--- src/hw/rtl/jabc_pkg.sv ---
// shared types, constants and codes of the joystick axis and button conditioner
package jabc_pkg;

  // fixed field widths and scaling
  localparam int unsigned SAMPLE_BITS = 12;
  localparam int unsigned AXIS_MAX    = 2048;
  localparam int unsigned FULL_SCALE  = (1 << SAMPLE_BITS) - 1;
  localparam int unsigned OUT_W       = 13;
  localparam int unsigned AX_W        = $clog2(AXIS_MAX + 1);

  // default number of calibration samples
  localparam int unsigned CALIB_SAMPLES_DEF = 32;

  // configuration registers
  localparam int unsigned DZ_W         = 11;
  localparam int unsigned DBC_W        = 4;
  localparam int unsigned CFG_IDX_W    = 2;
  localparam int unsigned CFG_DATA_W   = 11;
  localparam logic [DZ_W-1:0]  DEADZONE_RST = DZ_W'(200);
  localparam logic [DBC_W-1:0] DEBOUNCE_RST = DBC_W'(2);

  localparam logic [CFG_IDX_W-1:0] REG_DEADZONE = 2'd0;
  localparam logic [CFG_IDX_W-1:0] REG_DEBOUNCE = 2'd1;

  // request opcodes
  typedef enum logic [1:0] {
    OP_READ        = 2'd0,
    OP_CALIB       = 2'd1,
    OP_STOP        = 2'd2,
    OP_INIT_BUTTON = 2'd3
  } op_e;

  // controller to datapath commands
  typedef struct packed {
    logic capture;
    logic exec;
    logic div_start;
    logic commit;
  } dp_cmd_t;

  // datapath to controller status
  typedef struct packed {
    logic need_div;
    logic div_busy;
  } dp_sts_t;

endpackage

--- src/hw/rtl/jabc_if.sv ---
// stream interfaces of the conditioner: request, result and configuration write
interface jabc_req_if;
  import jabc_pkg::*;
  logic                   valid;
  logic                   ready;
  logic [1:0]             opcode;
  logic [SAMPLE_BITS-1:0] raw_x;
  logic [SAMPLE_BITS-1:0] raw_y;
  logic                   key_raw;
  modport source (output valid, opcode, raw_x, raw_y, key_raw, input ready);
  modport sink   (input valid, opcode, raw_x, raw_y, key_raw, output ready);
endinterface

interface jabc_res_if;
  import jabc_pkg::*;
  logic                    valid;
  logic                    ready;
  logic signed [OUT_W-1:0] x_out;
  logic signed [OUT_W-1:0] y_out;
  logic                    key_held;
  logic                    key_press;
  logic                    calibration_done;
  modport source (output valid, x_out, y_out, key_held, key_press, calibration_done,
                  input ready);
  modport sink   (input valid, x_out, y_out, key_held, key_press, calibration_done,
                  output ready);
endinterface

interface jabc_cfg_if;
  import jabc_pkg::*;
  logic                  valid;
  logic                  ready;
  logic [CFG_IDX_W-1:0]  index;
  logic [CFG_DATA_W-1:0] data;
  modport source (output valid, index, data, input ready);
  modport sink   (input valid, index, data, output ready);
endinterface

--- src/hw/rtl/jabc_div.sv ---
// restoring unsigned divider, one quotient bit per cycle
module jabc_div #(
  parameter int unsigned DVD_W = 24,
  parameter int unsigned DVS_W = 12
) (
  input  logic             clk_i,
  input  logic             rst_ni,
  input  logic             start_i,
  input  logic [DVD_W-1:0] dividend_i,
  input  logic [DVS_W-1:0] divisor_i,
  output logic             busy_o,
  output logic [DVD_W-1:0] quotient_o
);

  localparam int unsigned CNT_W = $clog2(DVD_W + 1);

  logic             busy_q, busy_d;
  logic [CNT_W-1:0] cnt_q, cnt_d;
  logic [DVS_W:0]   rem_q, rem_d;
  logic [DVD_W-1:0] quo_q, quo_d;
  logic [DVS_W-1:0] dvs_q, dvs_d;
  logic [DVS_W:0]   rem_sh;
  logic             fits;

  // trial subtract of the shifted remainder
  assign rem_sh = {rem_q[DVS_W-1:0], quo_q[DVD_W-1]};
  assign fits   = rem_sh >= {1'b0, dvs_q};

  always_comb begin
    busy_d = busy_q;
    cnt_d  = cnt_q;
    rem_d  = rem_q;
    quo_d  = quo_q;
    dvs_d  = dvs_q;
    if (start_i) begin
      busy_d = 1'b1;
      cnt_d  = CNT_W'(DVD_W);
      rem_d  = '0;
      quo_d  = dividend_i;
      dvs_d  = divisor_i;
    end else if (busy_q) begin
      rem_d = fits ? (rem_sh - {1'b0, dvs_q}) : rem_sh;
      quo_d = {quo_q[DVD_W-2:0], fits};
      cnt_d = cnt_q - CNT_W'(1);
      if (cnt_q == CNT_W'(1)) begin
        busy_d = 1'b0;
      end
    end
  end

  // control state
  always_ff @(posedge clk_i or negedge rst_ni) begin
    if (!rst_ni) begin
      busy_q <= 1'b0;
      cnt_q  <= '0;
    end else begin
      busy_q <= busy_d;
      cnt_q  <= cnt_d;
    end
  end

  // working registers
  always_ff @(posedge clk_i) begin
    rem_q <= rem_d;
    quo_q <= quo_d;
    dvs_q <= dvs_d;
  end

  assign busy_o     = busy_q;
  assign quotient_o = quo_q;

endmodule

--- src/hw/rtl/jabc_ctrl.sv ---
// sequencing controller of the conditioner
module jabc_ctrl (
  input  logic              clk_i,
  input  logic              rst_ni,
  input  logic              req_valid_i,
  output logic              req_ready_o,
  input  logic              res_ready_i,
  output logic              res_valid_o,
  input  jabc_pkg::dp_sts_t sts_i,
  output jabc_pkg::dp_cmd_t cmd_o
);

  import jabc_pkg::*;

  typedef enum logic [4:0] {
    S_IDLE   = 5'b00001,
    S_EXEC   = 5'b00010,
    S_LOAD   = 5'b00100,
    S_DIVIDE = 5'b01000,
    S_FINISH = 5'b10000
  } state_e;

  state_e  state_q, state_d;
  logic    out_valid_q, out_valid_d;
  dp_cmd_t cmd;

  // next state and commands
  always_comb begin
    state_d = state_q;
    cmd     = '0;
    case (state_q)
      S_IDLE: begin
        if (req_valid_i) begin
          cmd.capture = 1'b1;
          state_d     = S_EXEC;
        end
      end
      S_EXEC: begin
        cmd.exec = 1'b1;
        state_d  = S_LOAD;
      end
      S_LOAD: begin
        if (sts_i.need_div) begin
          cmd.div_start = 1'b1;
          state_d       = S_DIVIDE;
        end else begin
          state_d = S_FINISH;
        end
      end
      S_DIVIDE: begin
        if (!sts_i.div_busy) begin
          state_d = S_FINISH;
        end
      end
      S_FINISH: begin
        if (!out_valid_q || res_ready_i) begin
          cmd.commit = 1'b1;
          state_d    = S_IDLE;
        end
      end
      default: begin
        state_d = S_IDLE;
      end
    endcase
  end

  // result slot occupancy
  always_comb begin
    if (cmd.commit) begin
      out_valid_d = 1'b1;
    end else if (res_ready_i) begin
      out_valid_d = 1'b0;
    end else begin
      out_valid_d = out_valid_q;
    end
  end

  always_ff @(posedge clk_i or negedge rst_ni) begin
    if (!rst_ni) begin
      state_q     <= S_IDLE;
      out_valid_q <= 1'b0;
    end else begin
      state_q     <= state_d;
      out_valid_q <= out_valid_d;
    end
  end

  assign req_ready_o = (state_q == S_IDLE);
  assign res_valid_o = out_valid_q;
  assign cmd_o       = cmd;

endmodule

--- src/hw/rtl/jabc_datapath.sv ---
// datapath: calibration sums, centres, deadzone and scaling, debounce, result register
module jabc_datapath #(
  parameter int unsigned CALIB_SAMPLES = jabc_pkg::CALIB_SAMPLES_DEF
) (
  input  logic                                clk_i,
  input  logic                                rst_ni,
  input  jabc_pkg::dp_cmd_t                   cmd_i,
  output jabc_pkg::dp_sts_t                   sts_o,
  input  logic                                cfg_we_i,
  input  logic [jabc_pkg::CFG_IDX_W-1:0]      cfg_index_i,
  input  logic [jabc_pkg::CFG_DATA_W-1:0]     cfg_data_i,
  input  logic [1:0]                          opcode_i,
  input  logic [jabc_pkg::SAMPLE_BITS-1:0]    raw_x_i,
  input  logic [jabc_pkg::SAMPLE_BITS-1:0]    raw_y_i,
  input  logic                                key_raw_i,
  output logic signed [jabc_pkg::OUT_W-1:0]   x_out_o,
  output logic signed [jabc_pkg::OUT_W-1:0]   y_out_o,
  output logic                                key_held_o,
  output logic                                key_press_o,
  output logic                                calibration_done_o
);

  import jabc_pkg::*;

  localparam int unsigned SB    = SAMPLE_BITS;
  localparam int unsigned MUL_W = SB + AX_W;
  localparam int unsigned SUM_W = SB + $clog2(CALIB_SAMPLES);
  localparam int unsigned DVD_W = (MUL_W > SUM_W) ? MUL_W : SUM_W;
  localparam int unsigned CNT_W = $clog2(CALIB_SAMPLES + 1);
  localparam int unsigned DVS_W = (SB > CNT_W) ? SB : CNT_W;

  localparam logic signed [SB+1:0] FULL_S   = (SB+2)'(FULL_SCALE);
  localparam logic [DVD_W-1:0]     AX_C     = DVD_W'(AXIS_MAX);
  localparam logic [SB-1:0]        CENTRE_R = SB'(1 << (SB - 1));

  typedef struct packed {
    logic          zero;
    logic          neg;
    logic [SB-1:0] mag;
    logic [SB-1:0] span;
  } prep_t;

  // recentre, deadzone test, span and saturated magnitude of one axis
  function automatic prep_t prep_axis(input logic [SB-1:0] raw, input logic [SB-1:0] ctr,
                                      input logic [DZ_W-1:0] dz);
    logic signed [SB+1:0] value;
    logic signed [SB+1:0] negv;
    logic signed [SB+1:0] span_s;
    logic signed [SB+1:0] dz_s;
    logic                 pos;
    logic [SB-1:0]        abs_v;
    logic [SB-1:0]        dz_e;
    logic [SB-1:0]        mag;
    prep_t                p;
    value  = $signed({2'b00, raw}) - $signed({2'b00, ctr});
    negv   = -value;
    pos    = value > 0;
    abs_v  = pos ? value[SB-1:0] : negv[SB-1:0];
    dz_e   = SB'(dz);
    dz_s   = $signed((SB+2)'(dz));
    span_s = pos ? (FULL_S - $signed({2'b00, ctr}) - dz_s) : ($signed({2'b00, ctr}) - dz_s);
    mag    = abs_v - dz_e;
    p.zero = (abs_v < dz_e) || (span_s <= 0);
    p.neg  = !pos;
    p.span = span_s[SB-1:0];
    p.mag  = (mag > p.span) ? p.span : mag;
    return p;
  endfunction

  // clamp the quotient and restore the sign
  function automatic logic signed [OUT_W-1:0] axis_result(input logic [DVD_W-1:0] quo,
                                                          input logic active,
                                                          input prep_t p);
    logic [AX_W-1:0]         sc;
    logic signed [OUT_W-1:0] v;
    sc = (quo > AX_C) ? AX_W'(AXIS_MAX) : quo[AX_W-1:0];
    v  = $signed(OUT_W'(sc));
    if (!active || p.zero) begin
      return '0;
    end
    return p.neg ? -v : v;
  endfunction

  // configuration registers
  logic [DZ_W-1:0]  deadzone_q;
  logic [DBC_W-1:0] debounce_q;

  always_ff @(posedge clk_i or negedge rst_ni) begin
    if (!rst_ni) begin
      deadzone_q <= DEADZONE_RST;
      debounce_q <= DEBOUNCE_RST;
    end else if (cfg_we_i) begin
      case (cfg_index_i)
        REG_DEADZONE: deadzone_q <= cfg_data_i[DZ_W-1:0];
        REG_DEBOUNCE: debounce_q <= cfg_data_i[DBC_W-1:0];
        default: ;
      endcase
    end
  end

  // captured request
  op_e           op_q;
  logic [SB-1:0] rx_q, ry_q;
  logic          rb_q;

  always_ff @(posedge clk_i) begin
    if (cmd_i.capture) begin
      op_q <= op_e'(opcode_i);
      rx_q <= raw_x_i;
      ry_q <= raw_y_i;
      rb_q <= key_raw_i;
    end
  end

  // block state
  logic [SB-1:0]    centre_x_q, centre_y_q;
  logic [SUM_W-1:0] sum_x_q, sum_y_q;
  logic [CNT_W-1:0] calib_cnt_q;
  logic             enabled_q;
  logic             stable_q, prev_q;
  logic [DBC_W-1:0] match_q;
  logic             final_q, need_div_q, active_q, pressed_q;
  prep_t            px_q, py_q;

  // per item combinational values
  prep_t            px, py;
  logic [SUM_W-1:0] sum_x_n, sum_y_n;
  logic [CNT_W-1:0] cnt_n;
  logic             calib_full;
  logic             prev_n, stable_n;
  logic [DBC_W-1:0] match_n;

  assign px = prep_axis(rx_q, centre_x_q, deadzone_q);
  assign py = prep_axis(ry_q, centre_y_q, deadzone_q);

  assign sum_x_n    = sum_x_q + SUM_W'(rx_q);
  assign sum_y_n    = sum_y_q + SUM_W'(ry_q);
  assign cnt_n      = calib_cnt_q + CNT_W'(1);
  assign calib_full = cnt_n >= CNT_W'(CALIB_SAMPLES);

  // debounce of the sampled level
  always_comb begin
    if (rb_q == prev_q) begin
      prev_n  = prev_q;
      match_n = (match_q < debounce_q) ? (match_q + DBC_W'(1)) : match_q;
    end else begin
      prev_n  = rb_q;
      match_n = DBC_W'(1);
    end
    stable_n = (match_n >= debounce_q) ? prev_n : stable_q;
  end

  // dividers, one per axis
  logic [DVD_W-1:0] dvd_x, dvd_y, quo_x, quo_y;
  logic [DVS_W-1:0] dvs_x, dvs_y;
  logic             busy_x, busy_y;

  assign dvd_x = final_q ? DVD_W'(sum_x_q) : (DVD_W'(px_q.mag) * AX_C);
  assign dvd_y = final_q ? DVD_W'(sum_y_q) : (DVD_W'(py_q.mag) * AX_C);
  assign dvs_x = final_q ? DVS_W'(CALIB_SAMPLES) : DVS_W'(px_q.span);
  assign dvs_y = final_q ? DVS_W'(CALIB_SAMPLES) : DVS_W'(py_q.span);

  jabc_div #(.DVD_W(DVD_W), .DVS_W(DVS_W)) u_div_x (
    .clk_i      (clk_i),
    .rst_ni     (rst_ni),
    .start_i    (cmd_i.div_start),
    .dividend_i (dvd_x),
    .divisor_i  (dvs_x),
    .busy_o     (busy_x),
    .quotient_o (quo_x)
  );

  jabc_div #(.DVD_W(DVD_W), .DVS_W(DVS_W)) u_div_y (
    .clk_i      (clk_i),
    .rst_ni     (rst_ni),
    .start_i    (cmd_i.div_start),
    .dividend_i (dvd_y),
    .divisor_i  (dvs_y),
    .busy_o     (busy_y),
    .quotient_o (quo_y)
  );

  // state update per opcode, divider load and commit
  always_ff @(posedge clk_i or negedge rst_ni) begin
    if (!rst_ni) begin
      centre_x_q  <= CENTRE_R;
      centre_y_q  <= CENTRE_R;
      sum_x_q     <= '0;
      sum_y_q     <= '0;
      calib_cnt_q <= '0;
      enabled_q   <= 1'b0;
      stable_q    <= 1'b0;
      prev_q      <= 1'b0;
      match_q     <= '0;
      final_q     <= 1'b0;
      need_div_q  <= 1'b0;
      active_q    <= 1'b0;
      pressed_q   <= 1'b0;
    end else if (cmd_i.exec) begin
      final_q    <= 1'b0;
      need_div_q <= 1'b0;
      active_q   <= 1'b0;
      pressed_q  <= 1'b0;
      case (op_q)
        OP_READ: begin
          active_q   <= enabled_q;
          need_div_q <= enabled_q;
          prev_q     <= prev_n;
          match_q    <= match_n;
          stable_q   <= stable_n;
          pressed_q  <= stable_n && !stable_q;
        end
        OP_CALIB: begin
          sum_x_q     <= sum_x_n;
          sum_y_q     <= sum_y_n;
          calib_cnt_q <= calib_full ? '0 : cnt_n;
          final_q     <= calib_full;
          need_div_q  <= calib_full;
        end
        OP_STOP: begin
          enabled_q <= 1'b0;
        end
        OP_INIT_BUTTON: begin
          stable_q <= rb_q;
          prev_q   <= rb_q;
          match_q  <= '0;
        end
        default: ;
      endcase
    end else if (cmd_i.div_start) begin
      if (final_q) begin
        sum_x_q <= '0;
        sum_y_q <= '0;
      end
    end else if (cmd_i.commit) begin
      if (final_q) begin
        centre_x_q <= quo_x[SB-1:0];
        centre_y_q <= quo_y[SB-1:0];
        enabled_q  <= 1'b1;
      end
    end
  end

  // prepared axis values
  always_ff @(posedge clk_i) begin
    if (cmd_i.exec) begin
      px_q <= px;
      py_q <= py;
    end
  end

  // result register
  logic signed [OUT_W-1:0] x_out_q, y_out_q;
  logic                    down_q, press_out_q, done_q;

  always_ff @(posedge clk_i) begin
    if (cmd_i.commit) begin
      x_out_q     <= axis_result(quo_x, active_q, px_q);
      y_out_q     <= axis_result(quo_y, active_q, py_q);
      down_q      <= stable_q;
      press_out_q <= pressed_q;
      done_q      <= final_q;
    end
  end

  assign sts_o.need_div = need_div_q;
  assign sts_o.div_busy = busy_x || busy_y;

  assign x_out_o            = x_out_q;
  assign y_out_o            = y_out_q;
  assign key_held_o         = down_q;
  assign key_press_o        = press_out_q;
  assign calibration_done_o = done_q;

endmodule

--- src/hw/rtl/joystick_axis_button_conditioner_unit.sv ---
// top level of the joystick axis and button conditioner
//
// Takes one request at a time: read, calibration sample, stop axes or
// initialise button, and returns one result per request. A read with the
// axes enabled, and the calibration sample that completes the average, run
// each axis through its own restoring divider, one quotient bit per cycle
// (the divider length is 24 bits: sample width plus the width of AXIS_MAX,
// or the sum width if that is larger). Every other request skips the
// divider. A finished result waits in an output register, and the next
// request is taken while it waits. Configuration writes are taken in any
// cycle and are meant for an idle block.
module joystick_axis_button_conditioner_unit #(
  parameter int unsigned CALIB_SAMPLES = jabc_pkg::CALIB_SAMPLES_DEF
) (
  input  logic clk_i,
  input  logic rst_ni,
  jabc_req_if.sink   req_i,
  jabc_res_if.source res_o,
  jabc_cfg_if.sink   cfg_i
);

  import jabc_pkg::*;

  dp_cmd_t cmd;
  dp_sts_t sts;

  // configuration writes are always taken
  assign cfg_i.ready = 1'b1;

  // sequencing
  jabc_ctrl u_ctrl (
    .clk_i       (clk_i),
    .rst_ni      (rst_ni),
    .req_valid_i (req_i.valid),
    .req_ready_o (req_i.ready),
    .res_ready_i (res_o.ready),
    .res_valid_o (res_o.valid),
    .sts_i       (sts),
    .cmd_o       (cmd)
  );

  // arithmetic and state
  jabc_datapath #(.CALIB_SAMPLES(CALIB_SAMPLES)) u_datapath (
    .clk_i              (clk_i),
    .rst_ni             (rst_ni),
    .cmd_i              (cmd),
    .sts_o              (sts),
    .cfg_we_i           (cfg_i.valid),
    .cfg_index_i        (cfg_i.index),
    .cfg_data_i         (cfg_i.data),
    .opcode_i           (req_i.opcode),
    .raw_x_i            (req_i.raw_x),
    .raw_y_i            (req_i.raw_y),
    .key_raw_i          (req_i.key_raw),
    .x_out_o            (res_o.x_out),
    .y_out_o            (res_o.y_out),
    .key_held_o         (res_o.key_held),
    .key_press_o        (res_o.key_press),
    .calibration_done_o (res_o.calibration_done)
  );

endmodule

--- src/flat_wrapper.sv ---
// flat-port wrapper written by rule: the top's interface ports become plain ports
module joystick_axis_button_conditioner_unit_flat import jabc_pkg::*;
#(
  parameter int unsigned CALIB_SAMPLES = jabc_pkg::CALIB_SAMPLES_DEF
)
  (clk_i, rst_ni, req_i_valid, req_i_opcode, req_i_raw_x, req_i_raw_y, req_i_key_raw, req_i_ready, res_o_valid, res_o_x_out, res_o_y_out, res_o_key_held, res_o_key_press, res_o_calibration_done, res_o_ready, cfg_i_valid, cfg_i_index, cfg_i_data, cfg_i_ready);
  jabc_req_if req_i_i ();
  jabc_res_if res_o_i ();
  jabc_cfg_if cfg_i_i ();
  input  logic clk_i;
  input  logic rst_ni;
  input wire logic [$bits(req_i_i.valid)-1:0] req_i_valid;
  input wire logic [$bits(req_i_i.opcode)-1:0] req_i_opcode;
  input wire logic [$bits(req_i_i.raw_x)-1:0] req_i_raw_x;
  input wire logic [$bits(req_i_i.raw_y)-1:0] req_i_raw_y;
  input wire logic [$bits(req_i_i.key_raw)-1:0] req_i_key_raw;
  output wire logic [$bits(req_i_i.ready)-1:0] req_i_ready;
  output wire logic [$bits(res_o_i.valid)-1:0] res_o_valid;
  output wire logic [$bits(res_o_i.x_out)-1:0] res_o_x_out;
  output wire logic [$bits(res_o_i.y_out)-1:0] res_o_y_out;
  output wire logic [$bits(res_o_i.key_held)-1:0] res_o_key_held;
  output wire logic [$bits(res_o_i.key_press)-1:0] res_o_key_press;
  output wire logic [$bits(res_o_i.calibration_done)-1:0] res_o_calibration_done;
  input wire logic [$bits(res_o_i.ready)-1:0] res_o_ready;
  input wire logic [$bits(cfg_i_i.valid)-1:0] cfg_i_valid;
  input wire logic [$bits(cfg_i_i.index)-1:0] cfg_i_index;
  input wire logic [$bits(cfg_i_i.data)-1:0] cfg_i_data;
  output wire logic [$bits(cfg_i_i.ready)-1:0] cfg_i_ready;
  assign req_i_i.valid = req_i_valid;
  assign req_i_i.opcode = req_i_opcode;
  assign req_i_i.raw_x = req_i_raw_x;
  assign req_i_i.raw_y = req_i_raw_y;
  assign req_i_i.key_raw = req_i_key_raw;
  assign req_i_ready = req_i_i.ready;
  assign res_o_valid = res_o_i.valid;
  assign res_o_x_out = res_o_i.x_out;
  assign res_o_y_out = res_o_i.y_out;
  assign res_o_key_held = res_o_i.key_held;
  assign res_o_key_press = res_o_i.key_press;
  assign res_o_calibration_done = res_o_i.calibration_done;
  assign res_o_i.ready = res_o_ready;
  assign cfg_i_i.valid = cfg_i_valid;
  assign cfg_i_i.index = cfg_i_index;
  assign cfg_i_i.data = cfg_i_data;
  assign cfg_i_ready = cfg_i_i.ready;
  joystick_axis_button_conditioner_unit #(.CALIB_SAMPLES(CALIB_SAMPLES)) u_core (.clk_i(clk_i), .rst_ni(rst_ni), .req_i(req_i_i), .res_o(res_o_i), .cfg_i(cfg_i_i));
endmodule
--- config.mk ---
export PLATFORM = sky130hd
export DESIGN_NAME = joystick_axis_button_conditioner_unit_flat
export DESIGN_NICKNAME = d
export VERILOG_FILES = /design/src/hw/rtl/jabc_pkg.sv /design/src/hw/rtl/jabc_if.sv /design/src/hw/rtl/jabc_div.sv /design/src/hw/rtl/jabc_ctrl.sv /design/src/hw/rtl/jabc_datapath.sv /design/src/hw/rtl/joystick_axis_button_conditioner_unit.sv /design/src/flat_wrapper.sv
export SDC_FILE = /design/constraint.sdc
export NUM_CORES = 1
export LEC_CHECK = 0
export ABC_AREA = 1
export BUFFER_PORTS_ARGS = -buffer_cell sky130_fd_sc_hd__clkbuf_2
export CORE_UTILIZATION = 60
export CTS_CLUSTER_DIAMETER = 60
export CTS_CLUSTER_SIZE = 24
export DETAILED_ROUTE_END_ITERATION = 16
export PLACE_DENSITY = 0.88
export SYNTH_ARGS = -nofsm -noshare
export SYNTH_HDL_FRONTEND = slang
export SYNTH_HIERARCHICAL = 1
export SYNTH_SLANG_ARGS = --single-unit
--- constraint.sdc ---
create_clock -name clk_i -period 7.72 [get_ports clk_i]
set_input_delay 0.386 -clock clk_i [delete_from_list [all_inputs] [get_ports clk_i]]
set_output_delay 0.386 -clock clk_i [all_outputs]
set_load 0.02 [all_outputs]
==> flow_metrics.env, run 1 <==
export IMPL_root_buffer="clkbuf_16"
export IMPL_max_cap_violations=0
export IMPL_cts_htree_levels=1
export IMPL_final_period_minus_worst_setup_slack_ps=6620
export IMPL_globalRouteTotalUtil=0.308
export IMPL_required_time_worst_endpoint_ps=8050
export IMPL_arrival_time_of_data_at_the_critical_path_endpoint_ps=6950
export IMPL_tritoncts_num_buffers=31
export IMPL_cts_setup_buffers=0
export IMPL_grt_pass1_wl_mm=94.3
export IMPL_design_area_mm2=0.0245
export IMPL_crit_reg2reg_capture="u_core/u_datapath/py_q[23]"
export IMPL_mappedNetlistArea_mm2=0.0224
export IMPL_tritoncts="built"
export IMPL_grt_antenna_before_repair=0
export IMPL_fraction_of_final_layout_cells_with_drive_strength_greater_than_1=0.0794
export IMPL_floorplan_core_area_mm2=0.0367
export IMPL_max_freq_mhz=151
export IMPL_whs_ps=22.3
export IMPL_yosysUniqueCellTypes=63
export IMPL_n_antenna_cell=0
export IMPL_timing_final_hold_violations=0
export IMPL_grt_pass1_vias=19000
export IMPL_irDropWorstVdd_mv=0.231
export IMPL_route_detailed_drc=0
export IMPL_synth_top_area_frac=0.241
export IMPL_final_core_util=0.668
export IMPL_syn_inst=2943
export IMPL_hpwl_mm=44.6
export IMPL_rsz0062_at_grt="false"
export IMPL_cts_path_max_buffers=3
export IMPL_final_count_of_pins_violating_max_slew=0
export IMPL_routed_via_count=19800
export IMPL_cp_slowest_stage_delay_ps=530
export IMPL_timing_final_setup_violations=0
export IMPL_pre_antenna_drt_iters=6
export IMPL_post_place_cells=3429
export IMPL_status="finished, final reports clean"
export IMPL_ys_flop_type="edfxtp_1"
export IMPL_worst_setup_path_endpoint="u_core/u_datapath/py_q[23]"
export IMPL_cts_repair_resized=0
export IMPL_synth_top_cells_by_area="edfxtp_1 24%, nand2_1 13%, dfrtp_1 11%, ha_1 10%, inv_1 8.5%"
export IMPL_avgSynthCellArea_um2=7.62
export IMPL_finish_net_count=3266
export IMPL_boundaryPins=77
export IMPL_setup_worst_path_start="u_core/u_datapath/centre_y_q[0]"
export IMPL_path_clk_slew_ps=80
export IMPL_cts_sinks=312
export IMPL_die_width_um=195
export IMPL_layout_cells_most_common_list="765 x nand2_1, 510 x inv_1, 232 x nor2_1"
export IMPL_synthDominantAreaCellType="edfxtp_1"
export IMPL_critical_path_start_end_classification="reg -> reg"
export IMPL_finalNonFillerCells=3516
export IMPL_place_congestion=0.941
export IMPL_worstMarginPinSlew_ps=1090
export IMPL_start_util=0.611
export IMPL_die_area_mm2=0.0381
export IMPL_critPathSlowestCell="fa_1"
export IMPL_hold_class="in -> reg"
export IMPL_globalRouteOverflowTotal=0
export IMPL_mostFrequentLayoutCell="nand2_1"
export IMPL_end_kind="flip-flop"
export IMPL_final_setup_skew_ps=17.9
export IMPL_number_of_flops_mapped_to_enable_cells_by_yosys=180
export IMPL_wire_per_inst_um=16.7
export IMPL_synthesis_to_layout_area_growth_pct=9.26
export IMPL_n_fill_cell=3004
export IMPL_place_port_buffers=75
export IMPL_critPathMostFrequentCell="inv_1"
export IMPL_fp_row_count=70
export IMPL_sum_of_routed_wire_length_over_all_layers_mm=58.6
export IMPL_multiInputGateArea_mm2=0.0115
export IMPL_clk_latency_ps=590
export IMPL_hold_buffers=30
export IMPL_cp_start_kind="flip-flop"
export IMPL_antenna_left=0
export IMPL_setup_reg_to_reg_worst_slack_ps=1100
export IMPL_synth_ff_latch_count=312
export IMPL_slew_headroom=0.274
export IMPL_dpl_instance_area_mm2=0.0231
export IMPL_grt_start_max_net_pins=63
export IMPL_ys_async_sr_fraction=0.346
export IMPL_cellLeakagePower_nw=12.3
export IMPL_seqCellArea_mm2=0.00860
export IMPL_cellPowerDensity_mw_per_mm2=345
export IMPL_average_via_count_per_standard_cell=5.62
export IMPL_crit_path_max_fanout=29
export IMPL_cell_depth_of_the_worst_flop_to_flop_path=40
export IMPL_chipHeight_um=195
export IMPL_final_critical_path_share_of_the_clock_period=0.857
export IMPL_seq_area_frac_synth=0.383
export IMPL_timing_setup_tns_ps=0
export IMPL_first_iter_violations=1652
export IMPL_timing_rr_start="u_core/u_datapath/centre_y_q[0]"
export IMPL_ys_warnings_count=6
[where the power goes]
part	internal, W	switching [W]	total (W)
sequential	0.00230	0.000272	0.00258
clock	0.000816	0.000752	0.00157
combinational	0.00147	0.00282	0.00430
total	0.00459	0.00385	0.00844
[critical path, delay by kind of cell (launching register included)]
family          cells  cell delay [ps]
simple gates       17             2020
xor+xnor            1              160
compound gates     10             1530
fa+ha+maj           5             1560
flops               1              420
buf+inv             7              640
[layout make-up]
type,instances,share of cell area
inverter,525,0.0804
timing repair buffer,116,0.0311
sequential,312,0.351
clock inverter,23,0.0109
multi-input combinational,2038,0.471
clock buffer,34,0.0321
tap,468,0.0239
[synth_stat cells, drive strengths merged, types with 3 or more instances]
master   number
a21boi        5
a21o          4
a21oi       152
a22o          6
a31oi         5
a32o          6
and2          3
and3          4
buf          24
clkbuf       45
dfrtp       101
dfstp         7
dfxtp        24
edfxtp      180
fa           12
ha          185
inv         523
nand2       797
nand3       182
nand3b       10
nand4        49
nor2        249
nor3         31
nor4         14
o2111ai       3
o211ai        5
o21a          5
o21ai       171
o21bai       11
o221ai        5
o22ai         4
o31ai         9
or2           4
xnor2        23
xor2         70
[through the flow]
step	setup slack (ps)	total power (W)
final	1100	0.00844
after global routing	461	0.00910
after CTS	1160	0.00839
after detailed placement	1180	0.00678
after global placement	1420	0.00660
after floorplan	1900	0.00572
[layer usage]
layer  vias up  GRT usage  wire length (um)
met5         -          0                 0
met2       802      0.509             27000
met4         0     0.0922              1620
li1       9678          -                 -
met1      9175      0.423             25500
met3       115     0.0411              4470
[worst min-delay path by stage]
stage	startpoint	to	slack, ps	cells past startpoint
finish	req_i_raw_y[2]	u_core/u_datapath/ry_q[2]	20	1
global route	req_i_raw_y[2]	u_core/u_datapath/ry_q[2]	2	1
CTS	req_i_raw_y[2]	u_core/u_datapath/ry_q[2]	2	1
detailed placement	u_core/u_datapath/stable_q	u_core/u_datapath/key_held_o	440	0
global placement	u_core/u_datapath/pressed_q	u_core/u_datapath/key_press_o	430	0
floorplan	rst_ni	u_core/u_ctrl/res_valid_o	90	0
[registers in the layout (all words and copies together), names as in the netlist, 6 cells and up]
register / cells
u_core/u_datapath/px_q: 26
u_core/u_datapath/py_q: 26
u_core/u_datapath/u_div_x/quotient_o: 24
u_core/u_datapath/u_div_y/quotient_o: 24
u_core/u_datapath/sum_x_q: 17
u_core/u_datapath/sum_y_q: 17
u_core/u_datapath/x_out_o: 13
u_core/u_datapath/y_out_o: 13
u_core/u_datapath/centre_x_q: 12
u_core/u_datapath/centre_y_q: 12
u_core/u_datapath/rx_q: 12
u_core/u_datapath/ry_q: 12
u_core/u_datapath/u_div_x/dvs_q: 12
u_core/u_datapath/u_div_x/rem_q: 12
u_core/u_datapath/u_div_y/dvs_q: 12
u_core/u_datapath/u_div_y/rem_q: 12
u_core/u_datapath/deadzone_q: 11
u_core/u_datapath/calib_cnt_q: 6
[kinds of logic after synthesis]
logic type               count (synthesis)  synth area share
AND/OR/NAND/NOR                       1343             0.258
buffers and inverters                  594             0.104
AO/OA/AOI/OAI                          402             0.103
flip-flops                             312             0.383
adder cells (fa/ha/maj)                197             0.114
XOR/XNOR                                93            0.0367
other                                    2          0.000335
Note: power is estimated with default switching activity, not from simulation.
==> run 2: changes to the inputs <==
CORE_MARGIN = 5   (was unset)
==> flow_metrics.env, run 2 (synthesis gave the netlist of run 1 again) <==
export IMPL_critPathMostFrequentCell="inv_1"
export IMPL_first_iter_violations=1763
export IMPL_end_kind="flip-flop"
export IMPL_max_cap_violations=0
export IMPL_floorplan_core_area_mm2=0.0368
export IMPL_multiInputGateArea_mm2=0.0115
export IMPL_cellPowerDensity_mw_per_mm2=348
export IMPL_grt_start_max_net_pins=66
export IMPL_cp_start_kind="flip-flop"
export IMPL_pre_antenna_drt_iters=6
export IMPL_final_critical_path_share_of_the_clock_period=0.853
export IMPL_sum_of_routed_wire_length_over_all_layers_mm=58.7
export IMPL_fp_row_count=70
export IMPL_route_detailed_drc=0
export IMPL_fin_ws_ps=1130
export IMPL_n_antenna_cell=0
export IMPL_fraction_of_final_layout_cells_with_drive_strength_greater_than_1=0.0791
export IMPL_irDropWorstVdd_mv=0.306
export IMPL_cellLeakagePower_nw=12.4
export IMPL_critPathSlowestCell="fa_1"
export IMPL_antenna_left=0
export IMPL_cts_setup_buffers=0
export IMPL_slew_headroom=0.289
export IMPL_timing_setup_tns_ps=0
export IMPL_synthesis_to_layout_area_growth_pct=9.59
export IMPL_start_util=0.609
export IMPL_whs_ps=61.9
export IMPL_max_freq_mhz=152
export IMPL_grt_antenna_before_repair=0
export IMPL_boundaryPins=77
export IMPL_largest_delay_share_family_worst_path="simple AND/OR/NAND/NOR gates"
export IMPL_die_area_mm2=0.0413
export IMPL_wire_per_inst_um=16.7
export IMPL_globalRouteTotalUtil=0.282
export IMPL_chipHeight_um=203
export IMPL_routed_via_count=19800
export IMPL_cts_path_max_buffers=3
export IMPL_final_period_minus_worst_setup_slack_ps=6590
export IMPL_layout_cells_most_common_list="765 x nand2_1, 510 x inv_1, 232 x nor2_1"
export IMPL_clk_latency_ps=600
export IMPL_grt_pass1_wl_mm=96.3
export IMPL_die_width_um=203
export IMPL_finish_net_count=3265
export IMPL_globalRouteOverflowTotal=0
export IMPL_worstMarginPinSlew_ps=1060
export IMPL_hold_class="in -> reg"
export IMPL_rsz0062_at_grt="false"
export IMPL_final_setup_skew_ps=18.7
export IMPL_final_count_of_pins_violating_max_slew=0
export IMPL_seqCellArea_mm2=0.00860
export IMPL_mostFrequentLayoutCell="nand2_1"
export IMPL_tritoncts_num_buffers=30
export IMPL_timing_final_hold_violations=0
export IMPL_place_ws_ps=1230
export IMPL_place_port_buffers=75
export IMPL_required_time_worst_endpoint_ps=8040
export IMPL_arrival_time_of_data_at_the_critical_path_endpoint_ps=6910
export IMPL_largestRegisters="u_core/u_datapath/px_q x26, u_core/u_datapath/py_q x26"
export IMPL_cts_sinks=312
export IMPL_cp_slowest_stage_delay_ps=520
export IMPL_n_fill_cell=3049
export IMPL_hpwl_mm=44.9
export IMPL_average_via_count_per_standard_cell=5.62
export IMPL_number_of_buffer_and_inverter_stages_on_the_critical_path=7
export IMPL_tritoncts="built"
export IMPL_crit_path_max_fanout=29
export IMPL_root_buffer="clkbuf_16"
export IMPL_place_congestion=0.991
export IMPL_final_core_util=0.668
export IMPL_grt_pass1_vias=19300
export IMPL_cts_htree_levels=1
export IMPL_critical_path_start_end_classification="reg -> reg"
export IMPL_status="finished, final reports clean"
export IMPL_timing_final_setup_violations=0
export IMPL_path_clk_slew_ps=80
run 2: worst paths after layout:
check                                                 from                               to  slack (ps)  depth (start not counted)
min in group asynchronous                           rst_ni     u_core/u_datapath/sum_x_q[8]         350                          2
min                                          cfg_i_data[5]  u_core/u_datapath/deadzone_q[5]          60                          3
max                        u_core/u_datapath/centre_y_q[0]       u_core/u_datapath/py_q[23]        1130                         40
min reg2reg                    u_core/u_datapath/pressed_q    u_core/u_datapath/key_press_o         460                          0
max in group asynchronous                           rst_ni     u_core/u_datapath/need_div_q        5990                          3
max reg2reg                u_core/u_datapath/centre_y_q[0]       u_core/u_datapath/py_q[23]        1130                         40
run 2: through the flow:
stage / power [W] / cells / cell area, um2
finish: 0.00856 / 3515 / 24600
global placement: 0.00661 / 3426 / 23100
detailed placement: 0.00681 / 3426 / 23100
CTS: 0.00851 / 3515 / 24600
floorplan: 0.00572 / 2944 / 22400
global route: 0.00925 / 3515 / 24600
run 2: metal layers:
| metal | routed length, um | vias up | GRT usage |
|---|---|---|---|
| met5 | 0 | - | 0 |
| met4 | 1940 | 0 | 0.0862 |
| met3 | 4590 | 133 | 0.0450 |
| met2 | 26900 | 754 | 0.460 |
| met1 | 25300 | 9190 | 0.390 |
| li1 | - | 9676 | - |
run 2: worst min-delay path, cell delays in order:
cell	delay, ps
clkbuf_2	80
nor2_1	90
a21oi_1	60
run 2: power breakdown:
group / leakage [nW] / internal, W / switching [W] / total (W)
combinational: 8.59 / 0.00148 / 0.00286 / 0.00435
clock: 0.540 / 0.000842 / 0.000793 / 0.00164
sequential: 3.25 / 0.00231 / 0.000271 / 0.00258
total: 12.4 / 0.00463 / 0.00393 / 0.00856
run 2: final cells by class:
class | count | share of cell area
Tap cell | 468 | 0.0238
Timing Repair Buffer | 116 | 0.0313
Clock inverter | 23 | 0.0133
Sequential cell | 312 | 0.350
Multi-Input combinational cell | 2038 | 0.469
Clock buffer | 33 | 0.0323
Inverter | 525 | 0.0802
run 2: timing repair:
item                      CTS  global route
hold buffers               33             0
hold endpoints to repair   73             0
resized for setup           0             0
